===== src/design/smc_pkg.sv =====
`timescale 1ns / 1ps
// ----------------------------------------------------------------------------
// Soil moisture conditioner package
// Shared types, operation codes and arithmetic constants.
// ----------------------------------------------------------------------------
package smc_pkg;

    localparam logic [6:0]  RAW_MAX       = 7'd100;
    localparam logic [6:0]  EXTREME_LOW   = 7'd5;
    localparam logic [6:0]  EXTREME_HIGH  = 7'd95;
    localparam logic [6:0]  CLAMP_LOW     = 7'd5;
    localparam logic [6:0]  CLAMP_HIGH    = 7'd95;
    localparam logic [6:0]  LAST_RESET    = 7'd50;
    localparam logic [3:0]  STREAK_MAX    = 4'd15;
    localparam logic [3:0]  WARN_LIMIT    = 4'd3;
    localparam logic [3:0]  HOLD_LIMIT    = 4'd5;
    localparam logic [9:0]  BLEND_WEIGHT  = 10'd9;

    // Reciprocals for exact truncating division by constants.
    localparam logic [11:0] RECIP_3       = 12'd2731;
    localparam int          SHIFT_3       = 13;
    localparam logic [17:0] RECIP_1023    = 18'd131201;
    localparam int          SHIFT_1023    = 27;
    localparam logic [7:0]  RECIP_10      = 8'd205;
    localparam int          SHIFT_10      = 11;
    localparam int          SHIFT_FILL    = 16;

    typedef enum logic [1:0] {
        STAT_FRESH    = 2'd0,
        STAT_MISMATCH = 2'd1,
        STAT_EXTREME  = 2'd2
    } t_smc_status;

    typedef enum logic [3:0] {
        OP_NONE,
        OP_LOAD,
        OP_AVG,
        OP_SCALE,
        OP_RAW,
        OP_CHECK,
        OP_SUM,
        OP_MEAN,
        OP_BLEND,
        OP_CLAMP
    } t_smc_op;

    typedef enum logic [3:0] {
        ST_IDLE,
        ST_AVG,
        ST_SCALE,
        ST_RAW,
        ST_CHECK,
        ST_SUM,
        ST_MEAN,
        ST_BLEND,
        ST_CLAMP,
        ST_DONE
    } t_smc_state;

    typedef struct packed {
        t_smc_op op;
        logic    out_load;
    } t_smc_cmd;

    typedef struct packed {
        logic hold;
        logic sum_last;
    } t_smc_stat;

    // Ceiling of 2^16 / fill for fill counts of one to sixteen.
    function automatic logic [16:0] fill_recip(input logic [4:0] fill);
        logic [16:0] r;
        unique case (fill)
            5'd1:    r = 17'd65536;
            5'd2:    r = 17'd32768;
            5'd3:    r = 17'd21846;
            5'd4:    r = 17'd16384;
            5'd5:    r = 17'd13108;
            5'd6:    r = 17'd10923;
            5'd7:    r = 17'd9363;
            5'd8:    r = 17'd8192;
            5'd9:    r = 17'd7282;
            5'd10:   r = 17'd6554;
            5'd11:   r = 17'd5958;
            5'd12:   r = 17'd5462;
            5'd13:   r = 17'd5042;
            5'd14:   r = 17'd4682;
            5'd15:   r = 17'd4370;
            5'd16:   r = 17'd4096;
            default: r = 17'd0;
        endcase
        return r;
    endfunction

endpackage


===== src/design/smc_in_if.sv =====
`timescale 1ns / 1ps
// ----------------------------------------------------------------------------
// Soil moisture reading channel
// Valid/ready channel carrying the probe bits and the three ADC samples.
// ----------------------------------------------------------------------------
interface smc_in_if;
    logic       valid;
    logic       ready;
    logic       probe_bit_first;
    logic       probe_bit_second;
    logic [9:0] adc_sample_a;
    logic [9:0] adc_sample_b;
    logic [9:0] adc_sample_c;

    modport source (
        output valid, probe_bit_first, probe_bit_second,
        output adc_sample_a, adc_sample_b, adc_sample_c,
        input  ready
    );
    modport sink (
        input  valid, probe_bit_first, probe_bit_second,
        input  adc_sample_a, adc_sample_b, adc_sample_c,
        output ready
    );
endinterface


===== src/design/smc_out_if.sv =====
`timescale 1ns / 1ps
// ----------------------------------------------------------------------------
// Soil moisture result channel
// Valid/ready channel carrying the conditioned percentage and status.
// ----------------------------------------------------------------------------
interface smc_out_if;
    logic       valid;
    logic       ready;
    logic [6:0] moisture_percent;
    logic [1:0] status;
    logic       disconnect_warning;

    modport source (
        output valid, moisture_percent, status, disconnect_warning,
        input  ready
    );
    modport sink (
        input  valid, moisture_percent, status, disconnect_warning,
        output ready
    );
endinterface


===== src/design/smc_ctrl.sv =====
`timescale 1ns / 1ps
// ----------------------------------------------------------------------------
// Soil moisture conditioner controller
// Sequences the datapath through one reading and owns the result valid flag.
// ----------------------------------------------------------------------------
module smc_ctrl (
    input  logic               i_clk,
    input  logic               i_rst_n,
    input  logic               i_in_valid,
    output logic               o_in_ready,
    input  logic               i_out_ready,
    output logic               o_out_valid,
    input  smc_pkg::t_smc_stat i_stat,
    output smc_pkg::t_smc_cmd  o_cmd
);

    smc_pkg::t_smc_state r_state;
    smc_pkg::t_smc_state n_state;
    logic                r_out_valid;
    logic                n_out_valid;
    logic                out_free;

    assign out_free = !r_out_valid || i_out_ready;

    always_ff @(posedge i_clk) begin
        if (!i_rst_n) begin
            r_state     <= smc_pkg::ST_IDLE;
            r_out_valid <= 1'b0;
        end else begin
            r_state     <= n_state;
            r_out_valid <= n_out_valid;
        end
    end

    always_comb begin
        n_state = r_state;
        unique case (r_state)
            smc_pkg::ST_IDLE:  if (i_in_valid) n_state = smc_pkg::ST_AVG;
            smc_pkg::ST_AVG:   n_state = smc_pkg::ST_SCALE;
            smc_pkg::ST_SCALE: n_state = smc_pkg::ST_RAW;
            smc_pkg::ST_RAW:   n_state = smc_pkg::ST_CHECK;
            smc_pkg::ST_CHECK: begin
                n_state = i_stat.hold ? smc_pkg::ST_DONE : smc_pkg::ST_SUM;
            end
            smc_pkg::ST_SUM:   if (i_stat.sum_last) n_state = smc_pkg::ST_MEAN;
            smc_pkg::ST_MEAN:  n_state = smc_pkg::ST_BLEND;
            smc_pkg::ST_BLEND: n_state = smc_pkg::ST_CLAMP;
            smc_pkg::ST_CLAMP: n_state = smc_pkg::ST_DONE;
            smc_pkg::ST_DONE:  if (out_free) n_state = smc_pkg::ST_IDLE;
            default:           n_state = smc_pkg::ST_IDLE;
        endcase
    end

    always_comb begin
        o_in_ready   = 1'b0;
        o_cmd.op     = smc_pkg::OP_NONE;
        o_cmd.out_load = 1'b0;
        unique case (r_state)
            smc_pkg::ST_IDLE: begin
                o_in_ready = 1'b1;
                if (i_in_valid) o_cmd.op = smc_pkg::OP_LOAD;
            end
            smc_pkg::ST_AVG:   o_cmd.op = smc_pkg::OP_AVG;
            smc_pkg::ST_SCALE: o_cmd.op = smc_pkg::OP_SCALE;
            smc_pkg::ST_RAW:   o_cmd.op = smc_pkg::OP_RAW;
            smc_pkg::ST_CHECK: o_cmd.op = smc_pkg::OP_CHECK;
            smc_pkg::ST_SUM:   o_cmd.op = smc_pkg::OP_SUM;
            smc_pkg::ST_MEAN:  o_cmd.op = smc_pkg::OP_MEAN;
            smc_pkg::ST_BLEND: o_cmd.op = smc_pkg::OP_BLEND;
            smc_pkg::ST_CLAMP: o_cmd.op = smc_pkg::OP_CLAMP;
            smc_pkg::ST_DONE:  o_cmd.out_load = out_free;
            default:           o_cmd.op = smc_pkg::OP_NONE;
        endcase
    end

    always_comb begin
        n_out_valid = r_out_valid;
        if (o_cmd.out_load) begin
            n_out_valid = 1'b1;
        end else if (i_out_ready) begin
            n_out_valid = 1'b0;
        end
    end

    assign o_out_valid = r_out_valid;

endmodule


===== src/design/smc_datapath.sv =====
`timescale 1ns / 1ps
// ----------------------------------------------------------------------------
// Soil moisture conditioner datapath
// Sample averaging, extreme tracking, window ring, mean, blend and clamp.
// ----------------------------------------------------------------------------
module smc_datapath #(
    parameter int WINDOW_DEPTH = 5
) (
    input  logic               i_clk,
    input  logic               i_rst_n,
    input  logic               i_cfg_we,
    input  logic               i_cfg_data,
    input  logic               i_probe_bit_first,
    input  logic               i_probe_bit_second,
    input  logic [9:0]         i_adc_sample_a,
    input  logic [9:0]         i_adc_sample_b,
    input  logic [9:0]         i_adc_sample_c,
    input  smc_pkg::t_smc_cmd  i_cmd,
    output smc_pkg::t_smc_stat o_stat,
    output logic [6:0]         o_moisture_percent,
    output logic [1:0]         o_status,
    output logic               o_disconnect_warning
);

    localparam int POS_W  = (WINDOW_DEPTH > 1) ? $clog2(WINDOW_DEPTH) : 1;
    localparam int FILL_W = $clog2(WINDOW_DEPTH + 1);
    localparam int SUM_W  = $clog2(100 * WINDOW_DEPTH + 1);

    logic                r_digital_mode;
    logic [6:0]          r_last;
    logic [POS_W-1:0]    r_pos;
    logic [FILL_W-1:0]   r_fill;
    logic [3:0]          r_streak;
    logic [6:0]          r_window [WINDOW_DEPTH];

    logic                r_bit_first;
    logic                r_bit_second;
    logic [11:0]         r_sum3;
    logic [9:0]          r_avg;
    logic [16:0]         r_prod;
    logic [6:0]          r_raw;
    logic [SUM_W-1:0]    r_acc;
    logic [POS_W-1:0]    r_idx;
    logic [6:0]          r_mean;
    logic [9:0]          r_mix;
    logic [6:0]          r_val;
    smc_pkg::t_smc_status r_stat;
    logic                r_warn;

    logic [6:0]          r_out_percent;
    logic [1:0]          r_out_status;
    logic                r_out_warn;

    logic [23:0]         avg_mul;
    logic [34:0]         raw_mul;
    logic [6:0]          analog_raw;
    logic                extreme;
    logic [3:0]          streak_inc;
    logic                hold;
    logic [SUM_W+16:0]   mean_mul;
    logic [17:0]         blend_mul;
    logic [6:0]          blend_q;
    logic [6:0]          blend_clamped;
    logic [FILL_W-1:0]   fill_inc;

    assign avg_mul   = {12'd0, r_sum3} * {12'd0, smc_pkg::RECIP_3};
    assign raw_mul   = {18'd0, r_prod} * {17'd0, smc_pkg::RECIP_1023};
    assign analog_raw = smc_pkg::RAW_MAX - raw_mul[smc_pkg::SHIFT_1023 +: 7];

    assign extreme    = (r_raw <= smc_pkg::EXTREME_LOW) || (r_raw >= smc_pkg::EXTREME_HIGH);
    assign streak_inc = (r_streak < smc_pkg::STREAK_MAX) ? r_streak + 4'd1 : r_streak;
    assign hold       = r_digital_mode ? (r_bit_first != r_bit_second)
                                       : (extreme && (streak_inc > smc_pkg::HOLD_LIMIT));
    assign fill_inc   = (r_fill < FILL_W'(WINDOW_DEPTH)) ? r_fill + FILL_W'(1) : r_fill;

    assign mean_mul  = {17'd0, r_acc} *
                       {{SUM_W{1'b0}}, smc_pkg::fill_recip(5'(r_fill))};
    assign blend_mul = {8'd0, r_mix} * {10'd0, smc_pkg::RECIP_10};
    assign blend_q   = blend_mul[smc_pkg::SHIFT_10 +: 7];

    always_comb begin
        blend_clamped = blend_q;
        if (blend_q < smc_pkg::CLAMP_LOW) begin
            blend_clamped = smc_pkg::CLAMP_LOW;
        end else if (blend_q > smc_pkg::CLAMP_HIGH) begin
            blend_clamped = smc_pkg::CLAMP_HIGH;
        end
    end

    assign o_stat.hold     = hold;
    assign o_stat.sum_last = (FILL_W'(r_idx) == (r_fill - FILL_W'(1)));

    always_ff @(posedge i_clk) begin
        if (!i_rst_n) begin
            r_digital_mode <= 1'b0;
            r_last         <= smc_pkg::LAST_RESET;
            r_pos          <= '0;
            r_fill         <= '0;
            r_streak       <= '0;
        end else begin
            if (i_cfg_we) begin
                r_digital_mode <= i_cfg_data;
            end
            if (i_cmd.op == smc_pkg::OP_CHECK) begin
                if (!r_digital_mode) begin
                    r_streak <= extreme ? streak_inc : 4'd0;
                end
                if (!hold) begin
                    r_pos  <= (r_pos == POS_W'(WINDOW_DEPTH - 1)) ? '0 : r_pos + POS_W'(1);
                    r_fill <= fill_inc;
                end
            end
            if (i_cmd.op == smc_pkg::OP_CLAMP) begin
                r_last <= blend_clamped;
            end
        end
    end

    always_ff @(posedge i_clk) begin
        case (i_cmd.op)
            smc_pkg::OP_LOAD: begin
                r_bit_first  <= i_probe_bit_first;
                r_bit_second <= i_probe_bit_second;
                r_sum3       <= {2'd0, i_adc_sample_a} + {2'd0, i_adc_sample_b}
                                + {2'd0, i_adc_sample_c};
            end
            smc_pkg::OP_AVG: begin
                r_avg <= avg_mul[smc_pkg::SHIFT_3 +: 10];
            end
            smc_pkg::OP_SCALE: begin
                r_prod <= {7'd0, r_avg} * {10'd0, smc_pkg::RAW_MAX};
            end
            smc_pkg::OP_RAW: begin
                if (r_digital_mode) begin
                    r_raw <= r_bit_first ? 7'd0 : smc_pkg::RAW_MAX;
                end else begin
                    r_raw <= analog_raw;
                end
            end
            smc_pkg::OP_CHECK: begin
                r_acc  <= '0;
                r_idx  <= '0;
                r_val  <= r_last;
                r_warn <= !r_digital_mode && extreme && (streak_inc > smc_pkg::WARN_LIMIT);
                if (r_digital_mode) begin
                    r_stat <= hold ? smc_pkg::STAT_MISMATCH : smc_pkg::STAT_FRESH;
                end else begin
                    r_stat <= hold ? smc_pkg::STAT_EXTREME : smc_pkg::STAT_FRESH;
                end
                if (!hold) begin
                    r_window[r_pos] <= r_raw;
                end
            end
            smc_pkg::OP_SUM: begin
                r_acc <= r_acc + SUM_W'(r_window[r_idx]);
                r_idx <= r_idx + POS_W'(1);
            end
            smc_pkg::OP_MEAN: begin
                r_mean <= mean_mul[smc_pkg::SHIFT_FILL +: 7];
            end
            smc_pkg::OP_BLEND: begin
                r_mix <= {3'd0, r_last} * smc_pkg::BLEND_WEIGHT + {3'd0, r_mean};
            end
            smc_pkg::OP_CLAMP: begin
                r_val <= blend_clamped;
            end
            default: begin
            end
        endcase
        if (i_cmd.out_load) begin
            r_out_percent <= r_val;
            r_out_status  <= r_stat;
            r_out_warn    <= r_warn;
        end
    end

    assign o_moisture_percent   = r_out_percent;
    assign o_status             = r_out_status;
    assign o_disconnect_warning = r_out_warn;

endmodule


===== src/design/soil_moisture_conditioner.sv =====
`timescale 1ns / 1ps
// ----------------------------------------------------------------------------
// Soil moisture conditioner
// Converts probe readings into a window-averaged, IIR-smoothed percentage.
//
//   Channel   Direction  Transaction
//   i_in      sink       one reading: two probe bits, three ADC samples
//   o_out     source     percentage, status code and disconnect warning
//   i_cfg_*   write      digital_mode register, no read-back
//
// A fresh value runs AVG, SCALE, RAW, CHECK, SUM, MEAN, BLEND, CLAMP and DONE;
// SUM adds the N filled window entries (up to WINDOW_DEPTH) one per cycle. A
// held value goes from CHECK to DONE. One reading is processed at a time; the
// output register lets the next reading start while a result waits.
// Reset is synchronous, active low; the window contents need no clearing.
// ----------------------------------------------------------------------------
module soil_moisture_conditioner #(
    parameter int WINDOW_DEPTH = 5
) (
    input  logic       i_clk,
    input  logic       i_rst_n,
    input  logic       i_cfg_we,
    input  logic       i_cfg_data,
    smc_in_if.sink     i_in,
    smc_out_if.source  o_out
);

    smc_pkg::t_smc_cmd  cmd;
    smc_pkg::t_smc_stat stat;

    smc_ctrl u_ctrl (
        .i_clk       (i_clk),
        .i_rst_n     (i_rst_n),
        .i_in_valid  (i_in.valid),
        .o_in_ready  (i_in.ready),
        .i_out_ready (o_out.ready),
        .o_out_valid (o_out.valid),
        .i_stat      (stat),
        .o_cmd       (cmd)
    );

    smc_datapath #(
        .WINDOW_DEPTH (WINDOW_DEPTH)
    ) u_datapath (
        .i_clk                (i_clk),
        .i_rst_n              (i_rst_n),
        .i_cfg_we             (i_cfg_we),
        .i_cfg_data           (i_cfg_data),
        .i_probe_bit_first    (i_in.probe_bit_first),
        .i_probe_bit_second   (i_in.probe_bit_second),
        .i_adc_sample_a       (i_in.adc_sample_a),
        .i_adc_sample_b       (i_in.adc_sample_b),
        .i_adc_sample_c       (i_in.adc_sample_c),
        .i_cmd                (cmd),
        .o_stat               (stat),
        .o_moisture_percent   (o_out.moisture_percent),
        .o_status             (o_out.status),
        .o_disconnect_warning (o_out.disconnect_warning)
    );

endmodule

===== src/flat_wrapper.sv =====
// flat-port wrapper written by rule: the top's interface ports become plain ports
module soil_moisture_conditioner_flat 
#(
    parameter int WINDOW_DEPTH = 5
)
  (i_clk, i_rst_n, i_cfg_we, i_cfg_data, i_in_valid, i_in_probe_bit_first, i_in_probe_bit_second, i_in_adc_sample_a, i_in_adc_sample_b, i_in_adc_sample_c, i_in_ready, o_out_valid, o_out_moisture_percent, o_out_status, o_out_disconnect_warning, o_out_ready);
  smc_in_if i_in_i ();
  smc_out_if o_out_i ();
  input  logic i_clk;
  input  logic i_rst_n;
  input  logic i_cfg_we;
  input  logic i_cfg_data;
  input wire logic [$bits(i_in_i.valid)-1:0] i_in_valid;
  input wire logic [$bits(i_in_i.probe_bit_first)-1:0] i_in_probe_bit_first;
  input wire logic [$bits(i_in_i.probe_bit_second)-1:0] i_in_probe_bit_second;
  input wire logic [$bits(i_in_i.adc_sample_a)-1:0] i_in_adc_sample_a;
  input wire logic [$bits(i_in_i.adc_sample_b)-1:0] i_in_adc_sample_b;
  input wire logic [$bits(i_in_i.adc_sample_c)-1:0] i_in_adc_sample_c;
  output wire logic [$bits(i_in_i.ready)-1:0] i_in_ready;
  output wire logic [$bits(o_out_i.valid)-1:0] o_out_valid;
  output wire logic [$bits(o_out_i.moisture_percent)-1:0] o_out_moisture_percent;
  output wire logic [$bits(o_out_i.status)-1:0] o_out_status;
  output wire logic [$bits(o_out_i.disconnect_warning)-1:0] o_out_disconnect_warning;
  input wire logic [$bits(o_out_i.ready)-1:0] o_out_ready;
  assign i_in_i.valid = i_in_valid;
  assign i_in_i.probe_bit_first = i_in_probe_bit_first;
  assign i_in_i.probe_bit_second = i_in_probe_bit_second;
  assign i_in_i.adc_sample_a = i_in_adc_sample_a;
  assign i_in_i.adc_sample_b = i_in_adc_sample_b;
  assign i_in_i.adc_sample_c = i_in_adc_sample_c;
  assign i_in_ready = i_in_i.ready;
  assign o_out_valid = o_out_i.valid;
  assign o_out_moisture_percent = o_out_i.moisture_percent;
  assign o_out_status = o_out_i.status;
  assign o_out_disconnect_warning = o_out_i.disconnect_warning;
  assign o_out_i.ready = o_out_ready;
  soil_moisture_conditioner #(.WINDOW_DEPTH(WINDOW_DEPTH)) u_core (.i_clk(i_clk), .i_rst_n(i_rst_n), .i_cfg_we(i_cfg_we), .i_cfg_data(i_cfg_data), .i_in(i_in_i), .o_out(o_out_i));
endmodule

===== config.mk =====
export PLATFORM = sky130hd
export DESIGN_NAME = soil_moisture_conditioner_flat
export DESIGN_NICKNAME = d
export VERILOG_FILES = /design/src/design/smc_pkg.sv /design/src/design/smc_in_if.sv /design/src/design/smc_out_if.sv /design/src/design/smc_ctrl.sv /design/src/design/smc_datapath.sv /design/src/design/soil_moisture_conditioner.sv /design/src/flat_wrapper.sv
export SDC_FILE = /design/constraint.sdc
export NUM_CORES = 1
export LEC_CHECK = 0
export BUFFER_PORTS_ARGS = -buffer_cell sky130_fd_sc_hd__buf_2
export CORE_AREA = 4 4 189 191
export CTS_CLUSTER_DIAMETER = 80
export CTS_CLUSTER_SIZE = 14
export DETAILED_ROUTE_END_ITERATION = 7
export DIE_AREA = 0 0 193 195
export HOLD_SLACK_MARGIN = 0.1
export PLACE_DENSITY = 0.63
export REMOVE_ABC_BUFFERS = 1
export SKIP_CTS_REPAIR_TIMING = 1
export SYNTH_ARGS = -nofsm -noshare
export SYNTH_HDL_FRONTEND = slang
export SYNTH_SLANG_ARGS = --single-unit

===== constraint.sdc =====
create_clock -name i_clk -period 14.3 [get_ports i_clk]
set_clock_uncertainty 0.2 [all_clocks]
set_input_delay 1.43 -clock i_clk [delete_from_list [all_inputs] [get_ports i_clk]]
set_output_delay 1.43 -clock i_clk [all_outputs]
set_load 0.01 [all_outputs]

**After elaboration in Yosys (flattened, before gate mapping)**

Memories as Yosys holds them, arrays and structs flattened. A register that Yosys moved wholly into a read port is not among the register bits.
Cells that the tools add are included.

- Register bits: 118
- Memory bits (writable): 35
- Output and inout bits: 12
- Logic and storage cells: 126
- Memories kept: 1

Memories:

| memory | words | bits a word | read ports | clocked after memory_dff | write ports | line | source |
|---|---|---|---|---|---|---|---|
| u_core.u_datapath.r_window | 5 | 7 | 1 | 1 | 1 | smc_datapath.sv:34 | `logic [6:0] r_window [WINDOW_DEPTH];` |

- Add/subtract/negate cells: 10
- Multiply operators: 6
- Order comparisons: 8
- Equality and inequality tests: 31
- Mux-type cells: 30
- Bitwise logic cells: 2
- Reduce and logical (&&, ||, !) cells: 15

Operators with widths:

| cell | number |
|---|---|
| case mux 17 bit (7 select lines) | 1 |
| case mux 4 bit (10 select lines) | 1 |
| case mux 4 bit (9 select lines) | 1 |
| equality test 4 x 3 -> 1 bit (second input constant) | 8 |
| multiplier 15 x 18 -> 32 bit (second input constant) | 1 |
| two-way mux 7 bit | 4 |
| two-way mux 4 bit | 6 |
| multiplier 12 x 12 -> 23 bit (second input constant) | 1 |
| multiplier 9 x 17 -> 23 bit | 1 |
| multiplier 10 x 8 -> 18 bit (second input constant) | 1 |
| case mux 9 bit (2 select lines) | 1 |
| equality test 4 x 2 -> 1 bit (second input constant) | 4 |
| equality test 4 bit (second input constant) | 4 |
| equality test 3 bit (second input constant) | 5 |
| multiplier 10 x 5 -> 15 bit (second input constant) | 1 |
| case mux 7 bit (2 select lines) | 1 |
| adder 11 x 10 -> 12 bit | 1 |
| adder 10 x 10 -> 11 bit | 1 |
| adder 10 x 7 -> 10 bit | 1 |
| multiplier 7 x 4 -> 10 bit (second input constant) | 1 |
| two-way mux 1 bit | 10 |
| adder 3 x 1 -> 3 bit (second input constant) | 3 |
| adder 9 x 7 -> 9 bit | 1 |
| equality test 4 x 1 -> 1 bit (second input constant) | 2 |
| 28 further kinds | 41 |

**Depth between registers and ports, before layout**

- Depth after elaboration: 8
- Mapped depth: 27
- Depth with buffers taken out: 26

**By module**

Synthesis repeated with hierarchy kept, for this count alone.

- Cells, all modules: 1,648
- Area total of the unflattened synthesis: 17,052.6 um^2

By module, submodules not included:

| module | times used | cells each | area each (um^2) | sequential area each (um^2) |
|---|---|---|---|---|
| smc_datapath | 1 | 1,606 | 16,691.0 | 4,324.1 |
| smc_ctrl | 1 | 42 | 361.6 | 100.1 |

**Least setup slack after synthesis**

Ideal clock, no wire load.

- Kind: register -> register
- Start: register u_core.u_datapath.r_fill[0]
- End: register u_core.u_datapath.r_mean[6], data pin
- Data arrival time: 5.556 ns
- Slack: 8.284 ns
- Cell stages (with the launch flop): 26
- Period minus slack after synthesis: 6.016 ns
- Cells stage by stage: dfxtp_1 > inv_1 > ha_1 > ha_1 > or2_2 > clkbuf_1 > nor3_1 > nor2_1 > o22a_1 > nand2_1 > inv_1 > fa_1 > fa_1 > fa_1 > inv_1 > fa_1 > inv_1 > ha_1 > o21a_1 > o21ai_0 > nor2_1 > o211ai_1 > a31oi_1 > a211oi_1 > o21bai_1 > xnor2_1

- Cells in the longest elaborated chain, start to end: 3
- Elaborated cells on any way between the ends: 9

RTL lines:

| what | line | source |
|---|---|---|
| from (decl) | smc_datapath.sv:32 | `logic [FILL_W-1:0] r_fill;` |
| from (signal assigned) | smc_datapath.sv:110 | `r_fill <= fill_inc;` |
| equality test 3 bit, or another cell as far along | smc_pkg.sv:73 | `unique case (fill)` |
| case mux 17 bit (7 select lines) (*) | smc_pkg.sv:73 |  |
| multiplier 9 x 17 -> 23 bit (*) | smc_datapath.sv:76 | `assign mean_mul = {17'd0, r_acc} *` |
| net u_core.u_datapath.mean_mul[22] | smc_datapath.sv:60 | `logic [SUM_W+16:0] mean_mul;` |
| to (signal assigned) | smc_datapath.sv:159 | `r_mean <= mean_mul[smc_pkg::SHIFT_FILL +: 7];` |
| to (decl) | smc_datapath.sv:44 | `logic [6:0] r_mean;` |

Mark *: on every way through the listed nets, which the timed path passes. The rest lies on a longest branch.
A chain may end at the register's enable or synchronous reset.

**Worst setup path in the final report**

Same ends and word-level chain as after synthesis.

==> out/qor.csv <==
metric,value,unit
number of global-route vias before repair,11760,
met2 wire len,16930,µm
vias,11130,
"reg-to-reg slack, setup",7220,ps
Worst Reg2Reg Path Length in Cells,22,
Post-DRT Antenna Nets,0,
Synth cell types,64,
initial antenna violation count,0,
CTS H-tree lvls,4,
CTS tree,built,
Area contributors post-synth,"edfxtp_1, fa_1, ha_1, inv_1, dfxtp_1",
worst hold slack,218.0,ps
DP Cell Count,2101,
Nets,2171,
largest net degree at the start of global routing,23,
reg-to-reg startpoint,u_core.u_datapath.r_fill[0]$_SDFFE_PN0P_,
hold path start,u_core.u_datapath.r_val[6]$_DFFE_PP_,
global-route wire length before repair,56570,µm
FMAX,0.1413,GHz
Ys Warns,0,
initial DRC count,410,
PortBufs,49,
Hold Path Stages,0,
leading area contributor after synthesis,edfxtp_1,
clk buf depth,2,
synthesis-to-layout area growth,7.806,%
ant diodes,0,
minimum clock period,7079,ps
Worst Hold Class,flop to flop,
gpl congestion,0.9081,
Power Dens Cells,173.1,nW/µm²
die height,195,µm
Cells after Synth,1625,
type of the worst setup path,flop to flop,
post-DP HPWL,27610,µm
met3 routed WL,982,µm
async set or reset register ratio after synthesis,0,
maxcap violations,0,
"Top FF cell, synth",edfxtp_1,
mapped cell area,16890,µm²
status,completed,
GRT Overall Usage,0.1864,
io pins,50,
"Reg clk slew, reported paths",70,ps
CP required,14280,ps
DR top layer,met4,
Crit path arrival time,7060,ps
CTS root buffer,clkbuf_16,
Sink Count,156,
Vias/cell,5.216,
Congestion Overflow GR,0,
share of the synthesized area in the top cell type,0.2311,
drt wl/cell,15.60,µm
CP Max Fanout,12,
Core Region,34120,µm²
R2R Path End,u_core.u_datapath.r_mean[6]$_DFFE_PN_,
"Hold Violations, Final",0,
syn avg cell area,10.40,µm²
aggregate negative setup slack,0,ps
wire length on met1,14840,µm
die area,37640,µm²
measured slew at the worst slew-check pin,1228,ps
sequential cell area fraction in the yosys report,0.2619,
Slew HR,0.1768,
layout cells sized above 1,0.06794,
CP Launch Type,flop,
Post-Route WL,33280,µm
crit end category,flop,
period utilization,0.4950,
Finish-stage setup viols,0,
VDD IR-drop max,0.3314,mV
number of flops mapped to enable cells by yosys,130,
Yosys reg bits,156,
drt drc,0,
RSZ-0062 raised after global routing,no,
fin cells,2133,
effective utilization at floorplan,0.4952,
Worst-Skew Late Latency,430,ps
drt pass-1 iters,5,
Die Wd,193,µm
Pleak,8.865,nW
total CTS buffers,17,
Rows,68,
Max Transition Viols Final,0,
hold endpoint,u_core.u_datapath.o_moisture_percent[6]$_DFFE_PP_,
==> worst max path at each step <==
stage | startpoint | to | cells past startpoint
3_3_place_gp | u_core.u_datapath.r_fill[0]$_SDFFE_PN0P_ | u_core.u_datapath.r_mean[6]$_DFFE_PN_ | 22
2_1_floorplan | u_core.u_datapath.r_fill[2]$_SDFFE_PN0P_ | u_core.u_datapath.r_mean[6]$_DFFE_PN_ | 23
6_report | u_core.u_datapath.r_fill[0]$_SDFFE_PN0P_ | u_core.u_datapath.r_mean[6]$_DFFE_PN_ | 22
4_1_cts | u_core.u_datapath.r_fill[0]$_SDFFE_PN0P_ | u_core.u_datapath.r_mean[6]$_DFFE_PN_ | 22
5_1_grt | u_core.u_datapath.r_fill[0]$_SDFFE_PN0P_ | u_core.u_datapath.r_mean[6]$_DFFE_PN_ | 22
3_5_place_dp | u_core.u_datapath.r_fill[0]$_SDFFE_PN0P_ | u_core.u_datapath.r_mean[6]$_DFFE_PN_ | 22
==> critical path, stage by stage (launching register included) <==
cell and delay, ps:
dfxtp_1 440, ha_1 490, ha_1 480, or2_2 290
nor3_1 60, nor2_1 90, o22a_1 370, nand2_1 250
fa_1 580, inv_1 50, fa_1 520, fa_1 540
inv_1 60, fa_1 550, inv_1 50, ha_1 300
a211oi_1 230, nand2_1 70, o211ai_1 290, a31oi_1 250
a211oi_1 400, o21bai_1 130, xnor2_1 130
==> sequential cells by signal, indices dropped and copies added, names as in the netlist, 2 cells and up, named ones only <==
| signal | cells |
|---|---|
| u_core.u_datapath.r_val | 7 |
| u_core.u_datapath.r_fill | 3 |
| u_core.u_datapath.r_stat | 2 |
| u_core.u_datapath.r_streak | 4 |
| u_core.u_datapath.r_prod | 15 |
| u_core.u_datapath.o_moisture_percent | 7 |
| u_core.u_datapath.r_acc | 9 |
| u_core.u_datapath.r_mix | 10 |
| u_core.u_datapath.r_last | 7 |
| u_core.u_datapath.r_mean | 7 |
| u_core.u_datapath.r_window | 35 |
| u_core.u_datapath.r_raw | 7 |
| u_core.u_datapath.r_pos | 3 |
| u_core.u_datapath.o_status | 2 |
| u_core.u_datapath.r_sum3 | 12 |
| u_core.u_ctrl.r_state | 4 |
| u_core.u_datapath.r_idx | 3 |
| u_core.u_datapath.r_avg | 10 |
==> area by class of cell <==
type,count,area [µm²]
clock buffer,17,425.4
clock inverter,15,155.1
fill,3056,15910
inverter,356,1336
multi-input combinational,1082,11030
sequential,156,4424
tap,455,569.3
timing repair buffer,52,267.8
==> cells by family (layout without fill, tap and decap cells) <==
group           count (synthesis)  count (layout)  share of synthesized area
buf+inv                       387             440                    0.08599
simple gates                  324             324                    0.09421
fa+ha+maj                     468             468                     0.4266
compound gates                207             207                    0.08154
mux                            15              15                    0.01452
flops                         156             156                     0.2619
xor+xnor                       68              68                    0.03525
==> metal layers <==
metal,global-route usage,up-vias
met5,0,-
met2,0.3266,156
li1,-,5459
met4,0.04642,0
met3,0.02664,40
met1,0.2438,5471
==> report_power, final <==
part,total [mW],internal (mW),switching [mW]
clock network,0.457,0.247,0.210
registers,0.725,0.662,0.0639
logic,1.97,0.912,1.06
total,3.15,1.82,1.33
==> cell usage in the layout (no fill, tap or decap), drive strengths merged, types with 5 or more instances in the layout <==
master / Yosys / final
nor2b: 13 / 13
a21o: 15 / 15
nor2: 68 / 68
a21oi: 49 / 49
fa: 180 / 180
nor3: 23 / 23
clkbuf: 27 / 17
or2: 7 / 7
o31ai: 6 / 6
edfxtp: 130 / 130
ha: 288 / 288
and3: 11 / 11
a211oi: 10 / 10
o21a: 9 / 9
a21boi: 9 / 9
nand2: 103 / 103
mux4: 7 / 7
o31a: 5 / 5
o21bai: 12 / 12
xor2: 18 / 18
nand4: 6 / 6
o21ai: 46 / 46
xnor2: 50 / 50
inv: 356 / 366
nand3: 9 / 9
mux2: 6 / 6
a31oi: 12 / 12
nand2b: 12 / 12
nor4: 5 / 5
and2: 48 / 48
buf: 4 / 52
dfxtp: 26 / 26
==> stage by stage <==
stage               worst slack, ps  instance area [µm²]  total power, mW    util
CTS                            7208                18210            3.207  0.5338
floorplan                      8242                16780            2.282       -
global route                   6802                18210            3.564  0.5338
finish                         7221                18210            3.153  0.5338
detailed placement             7217                17630            2.711  0.5168
global placement               7457                17630            2.666  0.5168
==> synth_stat cells (3+ instances only) <==
cell	number
inv_1	356
ha_1	288
fa_1	180
edfxtp_1	130
nand2_1	103
nor2_1	68
xnor2_1	50
a21oi_1	48
and2_1	48
o21ai_0	45
clkbuf_1	27
dfxtp_1	26
nor3_1	23
xor2_1	18
a21o_1	15
nor2b_1	13
a31oi_1	12
nand2b_1	12
o21bai_1	12
and3_1	11
a211oi_1	10
a21boi_0	9
nand3_1	9
o21a_1	9
mux4_2	7
or2_2	7
mux2_2	6
nand4_1	6
o31ai_1	6
nor4_1	5
o31a_1	5
buf_1	4
nor3b_1	4
o2111ai_1	4
o211ai_1	4
or3_1	4
nand4b_1	3
o22ai_1	3
Note: power is estimated with default switching activity, not from simulation.
